[config.mk]
export PLATFORM = sky130hd
export DESIGN_NAME = lsb_first_two_wire_frame_writer
export DESIGN_NICKNAME = d
export VERILOG_FILES = /design/src/lsfw_pkg.sv /design/src/lsfw_front.sv /design/src/lsfw_back.sv /design/src/lsb_first_two_wire_frame_writer.sv
export SDC_FILE = /design/constraint.sdc
export NUM_CORES = 1
export LEC_CHECK = 0
export BUFFER_PORTS_ARGS = -buffer_cell sky130_fd_sc_hd__buf_4
export CORE_ASPECT_RATIO = 1.2
export CORE_UTILIZATION = 30
export DETAILED_ROUTE_END_ITERATION = 16
export GPL_TIMING_DRIVEN = 0
export SLEW_MARGIN = 10
export SYNTH_ARGS = -nofsm -noshare
export SYNTH_HDL_FRONTEND = slang
export SYNTH_HIERARCHICAL = 1
export SYNTH_SLANG_ARGS = --single-unit
[constraint.sdc]
create_clock -name clock -period 3.9 [get_ports clock]
set_input_delay 0.195 -clock clock [delete_from_list [all_inputs] [get_ports clock]]
set_output_delay 0.195 -clock clock [all_outputs]
set_load 0.05 [all_outputs]
[src/lsfw_pkg.sv]
package lsfw_pkg;

   localparam logic [15:0] DEFAULT_PHASE_TICKS = 16'd5;
   localparam int unsigned BITS_PER_BYTE = 8;
   localparam int unsigned DEFAULT_QUEUE_DEPTH = 2;
   localparam int unsigned CSR_ADDR_WIDTH = 3;
   localparam int unsigned CSR_DATA_WIDTH = 32;
   localparam logic CSR_IDX_PHASE_TICKS = 1'b0;

   typedef enum logic [3:0] {
      ST_IDLE,
      ST_S0, ST_S1, ST_S2,
      ST_B0, ST_B1, ST_B2,
      ST_A0, ST_A1, ST_A2,
      ST_WAIT,
      ST_P0, ST_P1, ST_P2
   } step_type;

   typedef enum logic {
      KIND_TICK,
      KIND_OFFER
   } kind_type;

   typedef struct packed {
      kind_type   kind;
      logic [7:0] data_byte;
      logic       last_byte;
      logic       sda_sample;
   } item_type;

endpackage

[src/lsfw_front.sv]
module lsfw_front #(
   parameter int unsigned QUEUE_DEPTH = 2
) (
   input  logic               clock,
   input  logic               reset,
   input  logic               req_valid,
   output logic               req_stall,
   input  logic               req_action,
   input  logic [7:0]         req_data_byte,
   input  logic               req_last_byte,
   input  logic               req_sda_sample,
   output logic               q_valid,
   output lsfw_pkg::item_type q_item,
   input  logic               q_pop
);
   import lsfw_pkg::*;

   localparam int unsigned PTR_WIDTH = (QUEUE_DEPTH > 1) ? $clog2(QUEUE_DEPTH) : 1;
   localparam int unsigned CNT_WIDTH = $clog2(QUEUE_DEPTH + 1);
   localparam logic [PTR_WIDTH-1:0] PTR_LAST = PTR_WIDTH'(QUEUE_DEPTH - 1);
   localparam logic [CNT_WIDTH-1:0] CNT_FULL = CNT_WIDTH'(QUEUE_DEPTH);

   item_type               entry_ff [QUEUE_DEPTH];
   logic [PTR_WIDTH-1:0]   wr_ptr_ff, wr_ptr_in;
   logic [PTR_WIDTH-1:0]   rd_ptr_ff, rd_ptr_in;
   logic [CNT_WIDTH-1:0]   count_ff, count_in;
   item_type               incoming;
   logic                   push;
   logic                   pop;

   always_comb begin
      incoming.kind       = req_action ? KIND_OFFER : KIND_TICK;
      incoming.data_byte  = req_data_byte;
      incoming.last_byte  = req_last_byte;
      incoming.sda_sample = req_sda_sample;
   end

   assign req_stall = (count_ff == CNT_FULL);
   assign push      = req_valid && !req_stall;
   assign q_valid   = (count_ff != '0);
   assign pop       = q_pop && q_valid;
   assign q_item    = entry_ff[rd_ptr_ff];

   always_comb begin
      wr_ptr_in = wr_ptr_ff;
      rd_ptr_in = rd_ptr_ff;
      count_in  = count_ff;
      if (push) begin
         wr_ptr_in = (wr_ptr_ff == PTR_LAST) ? '0 : wr_ptr_ff + 1'b1;
      end
      if (pop) begin
         rd_ptr_in = (rd_ptr_ff == PTR_LAST) ? '0 : rd_ptr_ff + 1'b1;
      end
      if (push && !pop) begin
         count_in = count_ff + 1'b1;
      end else if (pop && !push) begin
         count_in = count_ff - 1'b1;
      end
   end

   always_ff @(posedge clock) begin
      if (reset) begin
         wr_ptr_ff <= '0;
         rd_ptr_ff <= '0;
         count_ff  <= '0;
      end else begin
         wr_ptr_ff <= wr_ptr_in;
         rd_ptr_ff <= rd_ptr_in;
         count_ff  <= count_in;
      end
   end

   always_ff @(posedge clock) begin
      if (push) begin
         entry_ff[wr_ptr_ff] <= incoming;
      end
   end

`ifndef SYNTHESIS
   a_count_bounded: assert property (@(posedge clock) disable iff (reset)
      count_ff <= CNT_FULL)
      else $error("queue count beyond depth");
   a_full_holds: assert property (@(posedge clock) disable iff (reset)
      (req_stall && !q_pop) |=> req_stall)
      else $error("full queue drained without a pop");
   a_push_nonempty: assert property (@(posedge clock) disable iff (reset)
      push |=> q_valid)
      else $error("queue empty after a transfer in");
`endif

endmodule

[src/lsfw_back.sv]
module lsfw_back (
   input  logic               clock,
   input  logic               reset,
   input  logic [15:0]        phase_ticks,
   input  logic               q_valid,
   input  lsfw_pkg::item_type q_item,
   output logic               q_pop,
   output logic               rsp_valid,
   input  logic               rsp_stall,
   output logic               rsp_clock_level,
   output logic               rsp_data_level,
   output logic               rsp_want_byte,
   output logic               rsp_frame_done,
   output logic               rsp_frame_status
);
   import lsfw_pkg::*;

   localparam logic [2:0] LAST_BIT = 3'(BITS_PER_BYTE - 1);

   step_type    step_ff, step_in;
   logic [15:0] count_ff, count_in;
   logic [7:0]  shift_ff, shift_in;
   logic [2:0]  bit_ff, bit_in;
   logic        final_ff, final_in;
   logic        abort_ff, abort_in;
   logic        done_in;

   logic        clk_lvl, dat_lvl, want;
   logic        take;
   logic [15:0] limit;
   logic [16:0] count_inc;
   logic        waiting;

   logic        rsp_valid_ff, rsp_valid_in;
   logic        rsp_clock_ff, rsp_data_ff, rsp_want_ff, rsp_done_ff, rsp_status_ff;

   assign take      = q_valid && (!rsp_valid_ff || !rsp_stall);
   assign q_pop     = take;
   assign limit     = (phase_ticks == '0) ? 16'd1 : phase_ticks;
   assign count_inc = {1'b0, count_ff} + 17'd1;
   assign waiting   = (step_ff == ST_IDLE) || (step_ff == ST_WAIT);

   // next state
   always_comb begin
      step_in  = step_ff;
      count_in = count_ff;
      shift_in = shift_ff;
      bit_in   = bit_ff;
      final_in = final_ff;
      abort_in = abort_ff;
      done_in  = 1'b0;
      if (q_item.kind == KIND_OFFER) begin
         if (waiting) begin
            if (step_ff == ST_IDLE) begin
               abort_in = 1'b0;
               step_in  = ST_S0;
            end else begin
               step_in  = ST_B0;
            end
            shift_in = q_item.data_byte;
            final_in = q_item.last_byte;
            bit_in   = '0;
            count_in = '0;
         end
      end else if (!waiting) begin
         if (count_inc >= {1'b0, limit}) begin
            count_in = '0;
            unique case (step_ff)
               ST_S0: step_in = ST_S1;
               ST_S1: step_in = ST_S2;
               ST_S2: step_in = ST_B0;
               ST_B0: step_in = ST_B1;
               ST_B1: step_in = ST_B2;
               ST_B2: begin
                  shift_in = {1'b0, shift_ff[7:1]};
                  if (bit_ff == LAST_BIT) begin
                     bit_in  = '0;
                     step_in = ST_A0;
                  end else begin
                     bit_in  = bit_ff + 1'b1;
                     step_in = ST_B0;
                  end
               end
               ST_A0: step_in = ST_A1;
               ST_A1: begin
                  if (q_item.sda_sample) begin
                     abort_in = 1'b1;
                     step_in  = ST_P0;
                  end else begin
                     step_in  = ST_A2;
                  end
               end
               ST_A2: step_in = final_ff ? ST_P0 : ST_WAIT;
               ST_P0: step_in = ST_P1;
               ST_P1: step_in = ST_P2;
               ST_P2: begin
                  step_in = ST_IDLE;
                  done_in = 1'b1;
               end
               default: step_in = step_ff;
            endcase
         end else begin
            count_in = count_inc[15:0];
         end
      end
   end

   // pin levels after the item
   always_comb begin
      want = (step_in == ST_IDLE) || (step_in == ST_WAIT);
      unique case (step_in)
         ST_S0:   begin clk_lvl = 1'b1; dat_lvl = 1'b1;        end
         ST_S1:   begin clk_lvl = 1'b1; dat_lvl = 1'b0;        end
         ST_S2:   begin clk_lvl = 1'b0; dat_lvl = 1'b0;        end
         ST_B0:   begin clk_lvl = 1'b0; dat_lvl = shift_in[0]; end
         ST_B1:   begin clk_lvl = 1'b1; dat_lvl = shift_in[0]; end
         ST_B2:   begin clk_lvl = 1'b0; dat_lvl = shift_in[0]; end
         ST_A0:   begin clk_lvl = 1'b0; dat_lvl = 1'b1;        end
         ST_A1:   begin clk_lvl = 1'b1; dat_lvl = 1'b1;        end
         ST_A2:   begin clk_lvl = 1'b0; dat_lvl = 1'b1;        end
         ST_WAIT: begin clk_lvl = 1'b0; dat_lvl = 1'b1;        end
         ST_P0:   begin clk_lvl = 1'b0; dat_lvl = 1'b0;        end
         ST_P1:   begin clk_lvl = 1'b1; dat_lvl = 1'b0;        end
         ST_P2:   begin clk_lvl = 1'b1; dat_lvl = 1'b1;        end
         default: begin clk_lvl = 1'b1; dat_lvl = 1'b1;        end
      endcase
   end

   always_comb begin
      rsp_valid_in = rsp_valid_ff;
      if (take) begin
         rsp_valid_in = 1'b1;
      end else if (!rsp_stall) begin
         rsp_valid_in = 1'b0;
      end
   end

   always_ff @(posedge clock) begin
      if (reset) begin
         step_ff      <= ST_IDLE;
         count_ff     <= '0;
         shift_ff     <= '0;
         bit_ff       <= '0;
         final_ff     <= 1'b0;
         abort_ff     <= 1'b0;
         rsp_valid_ff <= 1'b0;
      end else begin
         rsp_valid_ff <= rsp_valid_in;
         if (take) begin
            step_ff  <= step_in;
            count_ff <= count_in;
            shift_ff <= shift_in;
            bit_ff   <= bit_in;
            final_ff <= final_in;
            abort_ff <= abort_in;
         end
      end
   end

   always_ff @(posedge clock) begin
      if (take) begin
         rsp_clock_ff  <= clk_lvl;
         rsp_data_ff   <= dat_lvl;
         rsp_want_ff   <= want;
         rsp_done_ff   <= done_in;
         rsp_status_ff <= done_in & abort_in;
      end
   end

   assign rsp_valid        = rsp_valid_ff;
   assign rsp_clock_level  = rsp_clock_ff;
   assign rsp_data_level   = rsp_data_ff;
   assign rsp_want_byte    = rsp_want_ff;
   assign rsp_frame_done   = rsp_done_ff;
   assign rsp_frame_status = rsp_status_ff;

`ifndef SYNTHESIS
   a_done_idle_bus: assert property (@(posedge clock) disable iff (reset)
      (rsp_valid_ff && rsp_done_ff) |-> (rsp_clock_ff && rsp_data_ff && rsp_want_ff))
      else $error("frame end without both lines released");
   a_status_on_done: assert property (@(posedge clock) disable iff (reset)
      (rsp_valid_ff && rsp_status_ff) |-> rsp_done_ff)
      else $error("failure status outside frame end");
   a_hold_without_take: assert property (@(posedge clock) disable iff (reset)
      !take |=> $stable(step_ff) && $stable(count_ff))
      else $error("sequencer moved without a transfer");
   a_idle_tick: assert property (@(posedge clock) disable iff (reset)
      (take && q_item.kind == KIND_TICK && step_ff == ST_IDLE) |=> step_ff == ST_IDLE)
      else $error("tick left idle");
`endif

endmodule

[src/lsb_first_two_wire_frame_writer.sv]
// Path: the input transfer writes the queue, and the transfer out of the queue then
// loads the output register; a stall holds the item in the queue before that load.
// Throughput: one item per cycle while rsp_stall is low; each item is a single sequencer update.
// A stalled result holds the output register; the queue takes QUEUE_DEPTH more transfers before req_stall.
// Reset (synchronous, active high): sequencer idle, queue empty, no result pending,
// phase_ticks back to 5.
module lsb_first_two_wire_frame_writer #(
   parameter int unsigned QUEUE_DEPTH = lsfw_pkg::DEFAULT_QUEUE_DEPTH
) (
   input  logic                                clock,
   input  logic                                reset,
   input  logic                                req_valid,
   output logic                                req_stall,
   input  logic                                req_action,
   input  logic [7:0]                          req_data_byte,
   input  logic                                req_last_byte,
   input  logic                                req_sda_sample,
   output logic                                rsp_valid,
   input  logic                                rsp_stall,
   output logic                                rsp_clock_level,
   output logic                                rsp_data_level,
   output logic                                rsp_want_byte,
   output logic                                rsp_frame_done,
   output logic                                rsp_frame_status,
   input  logic                                psel,
   input  logic                                penable,
   input  logic                                pwrite,
   input  logic [lsfw_pkg::CSR_ADDR_WIDTH-1:0] paddr,
   input  logic [lsfw_pkg::CSR_DATA_WIDTH-1:0] pwdata,
   output logic [lsfw_pkg::CSR_DATA_WIDTH-1:0] prdata,
   output logic                                pready
);
   import lsfw_pkg::*;

   logic [15:0] phase_ticks_ff;
   logic        csr_write;
   logic        q_valid;
   logic        q_pop;
   item_type    q_item;

   assign pready    = 1'b1;
   assign csr_write = psel && penable && pwrite && pready;

   always_ff @(posedge clock) begin
      if (reset) begin
         phase_ticks_ff <= DEFAULT_PHASE_TICKS;
      end else if (csr_write && paddr[2] == CSR_IDX_PHASE_TICKS) begin
         phase_ticks_ff <= pwdata[15:0];
      end
   end

   always_comb begin
      prdata = '0;
      if (paddr[2] == CSR_IDX_PHASE_TICKS) begin
         prdata = {{(CSR_DATA_WIDTH-16){1'b0}}, phase_ticks_ff};
      end
   end

   lsfw_front #(
      .QUEUE_DEPTH (QUEUE_DEPTH)
   ) u_front (
      .clock          (clock),
      .reset          (reset),
      .req_valid      (req_valid),
      .req_stall      (req_stall),
      .req_action     (req_action),
      .req_data_byte  (req_data_byte),
      .req_last_byte  (req_last_byte),
      .req_sda_sample (req_sda_sample),
      .q_valid        (q_valid),
      .q_item         (q_item),
      .q_pop          (q_pop)
   );

   lsfw_back u_back (
      .clock            (clock),
      .reset            (reset),
      .phase_ticks      (phase_ticks_ff),
      .q_valid          (q_valid),
      .q_item           (q_item),
      .q_pop            (q_pop),
      .rsp_valid        (rsp_valid),
      .rsp_stall        (rsp_stall),
      .rsp_clock_level  (rsp_clock_level),
      .rsp_data_level   (rsp_data_level),
      .rsp_want_byte    (rsp_want_byte),
      .rsp_frame_done   (rsp_frame_done),
      .rsp_frame_status (rsp_frame_status)
   );

endmodule
==> flow_results.org <==
** Status
- Result of the run :: complete, no violations

** Logic synthesis
- Commonest cells in the synthesized netlist :: 55 x sky130_fd_sc_hd__dfxtp_1, 55 x sky130_fd_sc_hd__nor2_1, 30 x sky130_fd_sc_hd__nand2b_1, 27 x sky130_fd_sc_hd__edfxtp_1
- For this run, asynchronously set or reset flops after synthesis account for 0%.
- For this run, the leading register cell type out of synthesis is sky130_fd_sc_hd__dfxtp_1.
- Of the total synthesized cell area, the portion taken by AND, OR, NAND and NOR gates is 20.8%.
- The cell count after synthesis came out at 482.
- Summed over all instances, the cell type with the most area after synthesis is sky130_fd_sc_hd__dfxtp_1.
- By area, the combinational part of the netlist is dominated by simple AND/OR/NAND/NOR gates.
- Yosys printed 6 warnings.
- Counting flops with a built-in enable in the synthesized netlist gives 27.
- Avg Synthesized Cell Area :: 9.56 sq um
- Adder-cell share of the synthesized area :: 5.43%
- Measured against the total synthesized area, the mux share comes to 7.58%.
- Compound-gate portion of the synthesized area :: 13.8%
- Synthesized-area fraction occupied by xor and xnor cells :: 3.42%
- The cell area that synthesis handed to floorplanning was 4610 sq um.
- Synth cell types :: 59
- By area the synthesized netlist is led by sky130_fd_sc_hd__dfxtp_1 24%, sky130_fd_sc_hd__edfxtp_1 18%, sky130_fd_sc_hd__ha_1 5.4%.
- Flip-flop and latch count after synthesis :: 82
- Sequential fraction of the synthesis area :: 41.5%
- Yosys top cell area share :: 23.9%

** Placed design
- During placement, the flow inserted port buffers numbering 57.
- Detailed-placement wirelength estimate :: 7640 microns
- In this run the cell area measured after placement is 5350 sq um.
- Worst setup slack after placement :: -322 ps
- At the end of routability-driven placement, the weighted congestion stood at 0.841.

** Cells and area
- 0 antenna diodes ended up in the layout.
- In the final layout, the share of cells above drive strength 1 is 24.5%.
- Area added between synthesis and finish :: 25.0%
- The filler cells instantiated in the layout total 1,530.
- Cells fill 38.3% of the core in the end.
- Area occupied by multi-input gates :: 2470 sq um
- Once layout is done, the placed cells without fillers occupy 5760 sq um.
- Across the whole layout, storage elements account for 1910 sq um.
- Net count, final :: 643

** Floorplanning
- Row generation in the floorplan step produced 49 rows.
- For this configuration, the core starts out at a cell density of 30.7%.
- Die Y-Extent :: 138 microns
- Number of top-level design ports :: 93
- Width of the die :: 115 microns
- The floorplan step defined a core boundary enclosing 15,000 sq um.
- Full die area :: 15,900 sq um

** Clocking
- Clk pin slew, worst setup/hold paths :: 70 ps
- Clock insertion delay at the later pin of the skew report :: 340 ps
- TritonCTS created 9 clock buffers.
- CTS tree :: yes
- Clock sinks :: 82
- Maximum count of clock buffers along a single path :: 2
- The H-tree was split into 3 levels.
- Total of hold buffers inserted after clock tree synthesis :: 0
- Clock root buffer :: sky130_fd_sc_hd__clkbuf_16

** STA
- Final Max Tran Viols :: 0
- Across the routed clock network, the largest skew measured is 8.25 ps.
- Worst slew margin relative to its limit :: 43.8%
- Final setup margin :: 144 ps
- The smallest clock period supported by the final layout is computed as 3760 ps.
- Post-route clock period utilization :: 96.3%
- Total Neg Setup Slack :: 0 ps
- Derived from the worst setup path, the maximum achievable clock frequency is 0.266 GHz.
- The count of endpoints failing hold in the final timing report came to 0.
- Finish-stage setup viols :: 0
- At the pin with the least slew margin, the transition time is 842 ps.

** Setup path
- Kind of start point of the critical path :: flop
- Among all stages on the critical path, the largest delay is contributed by sky130_fd_sc_hd__dfxtp_1.
- The startpoint identified for the worst register-to-register timing path is u_back/count_ff[2].
- Crit path buf inv count :: 2
- Arrival time of the worst setup path :: 3940 ps
- For the worst setup path, the data required time is 4090 ps.
- The largest single stage delay on the critical path is 400 ps.
- The number of cells on the worst reg-to-reg path is 17.
- Worst flop-to-flop path endpoint :: u_back/rsp_data_level
- In this run the worst path has a maximum fanout of 6.
- Endpoint class of the critical path :: flop
- R2R Setup Slk :: 140 ps
- Kind of critical path :: reg2reg
- The most critical setup path has its startpoint at u_back/count_ff[2].
- Cell chain of the critical path :: and3_4, and3_1, and3_4, nand3_1, xnor2_1, ha_1, nand4_1, nor4_2, a211oi_2, o2111ai_4, buf_4, nand2_1, a32oi_4, buf_4, a211oi_1, a31o_1, a31oi_1
- Kind of cell with the highest combined delay on the critical path :: simple AND/OR/NAND/NOR gates

** GRT
- Antenna violations before repair :: 0
- Number of global-route vias before repair :: 3,518
- The first global-routing pass estimated 16,700 microns of wire.
- Maximum number of pins on one net before global-route repair :: 17
- Global routing finished with a remaining overflow of 0.
- GRT Util Overall :: 13.5%

** Routing
- Wires add up to 10,400 microns.
- Via count normalized by instance count :: 4.78
- In the routed design, unresolved DRC markers number 0.
- For this block, the via count after detailed routing is 3,725.
- Detail-routed net length per standard cell :: 13.3 microns
- Count of TritonRoute iterations in the first routing pass :: 4
- Once detail routing completed, the nets flagged for antenna violations numbered 0.
- The detailed router finished its first iteration with 174 violations.

** Pwr
- Power density normalized to cell area :: 549 nW/um^2
- Leakage power total :: 2.32 nW
- Post-layout power :: 3.16 mW
- The worst-case IR drop observed on VDD is 0.217 mV.

** Min path
- Along the worst hold path, the cell count comes to 1.
- Hold path startpoint :: req_action
- The min-delay analysis places its worst path in the category in2reg.
- Worst hold endpoint :: u_front/entry_ff[1][10]

** Job
- Max-cap violations in this run came to 0.
## how the worst max path moves through the flow
stage                            end  slack [ps]  depth (start not counted)
6_report       u_back/rsp_data_level         140                         17
5_1_grt        u_back/rsp_data_level         -40                         16
4_1_cts        u_back/rsp_data_level           3                         16
3_5_place_dp   u_back/rsp_data_level        -320                         17
3_3_place_gp   u_back/rsp_data_level        -190                         17
2_1_floorplan  u_back/rsp_data_level         260                         17
## per-layer routing
| metal | vias to the layer above | share of wire, % | track usage [%] |
|---|---|---|---|
| li1 | 1850 | - | - |
| met3 | 8 | 4.8 | 3.74 |
| met5 | - | 0 | 0 |
| met4 | 0 | 1.2 | 5.12 |
| met2 | 103 | 52 | 24.9 |
| met1 | 1764 | 42 | 14.6 |
## registers in the layout, summed over array words and instances, names as in the netlist, named ones only
signal,flops
u_front/entry_ff,22
u_back/rsp_data_level,1
u_back/rsp_frame_done,1
u_back/rsp_clock_level,1
u_back/step_ff,4
u_back/shift_ff,8
u_front/count_ff,2
u_back/abort_ff,1
u_back/rsp_valid,1
u_back/final_ff,1
u_front/wr_ptr_ff,1
u_front/rd_ptr_ff,1
u_back/bit_ff,3
u_back/count_ff,16
u_back/rsp_want_byte,1
phase_ticks_ff,16
u_back/rsp_frame_status,1
## cells in the final DEF (no fill, tap or decap), types with 4 or more instances in the layout
cell                         n
sky130_fd_sc_hd__a211oi_1   11
sky130_fd_sc_hd__a21oi_1    20
sky130_fd_sc_hd__a22oi_1    20
sky130_fd_sc_hd__and2b_2     6
sky130_fd_sc_hd__and3_1      8
sky130_fd_sc_hd__buf_2       4
sky130_fd_sc_hd__buf_4      80
sky130_fd_sc_hd__clkbuf_1   16
sky130_fd_sc_hd__clkbuf_16   9
sky130_fd_sc_hd__conb_1     17
sky130_fd_sc_hd__dfxtp_1    54
sky130_fd_sc_hd__edfxtp_1   27
sky130_fd_sc_hd__ha_1       20
sky130_fd_sc_hd__inv_1      21
sky130_fd_sc_hd__mux2_2     11
sky130_fd_sc_hd__mux2i_1    21
sky130_fd_sc_hd__nand2_1    18
sky130_fd_sc_hd__nand2b_1   30
sky130_fd_sc_hd__nand3_1     9
sky130_fd_sc_hd__nand4_1     5
sky130_fd_sc_hd__nor2_1     54
sky130_fd_sc_hd__nor2b_1    13
sky130_fd_sc_hd__nor3_1      5
sky130_fd_sc_hd__nor4_1      5
sky130_fd_sc_hd__o21ai_0    13
sky130_fd_sc_hd__xnor2_1     7
sky130_fd_sc_hd__xor2_1     10
## timing repair
action / 4_1_cts / 5_1_grt
setup buffers: 1 / 5
pin swaps: 2 / 5
endpoints found under the setup margin: 23 / 18
gates resized for setup: 3 / 9
## worst register-to-register path, stage by stage, from the launching register on
cell and delay [ps]:
sky130_fd_sc_hd__dfxtp_1 400, sky130_fd_sc_hd__and3_4 220, sky130_fd_sc_hd__and3_1 190, sky130_fd_sc_hd__and3_4 260, sky130_fd_sc_hd__nand3_1 150, sky130_fd_sc_hd__xnor2_1 190
sky130_fd_sc_hd__ha_1 310, sky130_fd_sc_hd__nand4_1 120, sky130_fd_sc_hd__nor4_2 310, sky130_fd_sc_hd__a211oi_2 130, sky130_fd_sc_hd__o2111ai_4 150, sky130_fd_sc_hd__buf_4 220
sky130_fd_sc_hd__nand2_1 130, sky130_fd_sc_hd__a32oi_4 310, sky130_fd_sc_hd__buf_4 160, sky130_fd_sc_hd__a211oi_1 40, sky130_fd_sc_hd__a31o_1 190, sky130_fd_sc_hd__a31oi_1 130
## cell families (layout without fill, tap and decap cells)
kind of cell / Yosys count / count (layout)
AND/OR/NAND/NOR: 177 / 177
AO/OA/AOI/OAI: 87 / 87
flip-flops: 82 / 82
buffers and inverters: 63 / 141
multiplexers: 33 / 33
adder cells (fa/ha/maj): 20 / 20
XOR/XNOR: 18 / 18
other: 2 / 17
## cell type report
cell class,instances,share of cell area [%]
clock inverter,7,1.54
timing repair buffer,63,8.21
inverter,21,1.37
multi-input combinational,352,42.9
sequential,82,33.2
clock buffer,9,3.91
buffer,41,4.41
tap,204,4.43
## power breakdown
group | internal (mW) | leakage, nW | switching, mW
clock network | 0.507 | 0.149 | 0.366
registers | 1.03 | 0.700 | 0.0637
logic | 0.433 | 1.47 | 0.755
## metrics by stage
stage                     hold WS [ps]  std cells
final                             37.2        779
after floorplan                    264        497
after detailed placement           383        758
after CTS                         25.7        774
after global routing              19.1        779
after global placement             381        758
Power figures use the tool's default switching activity.
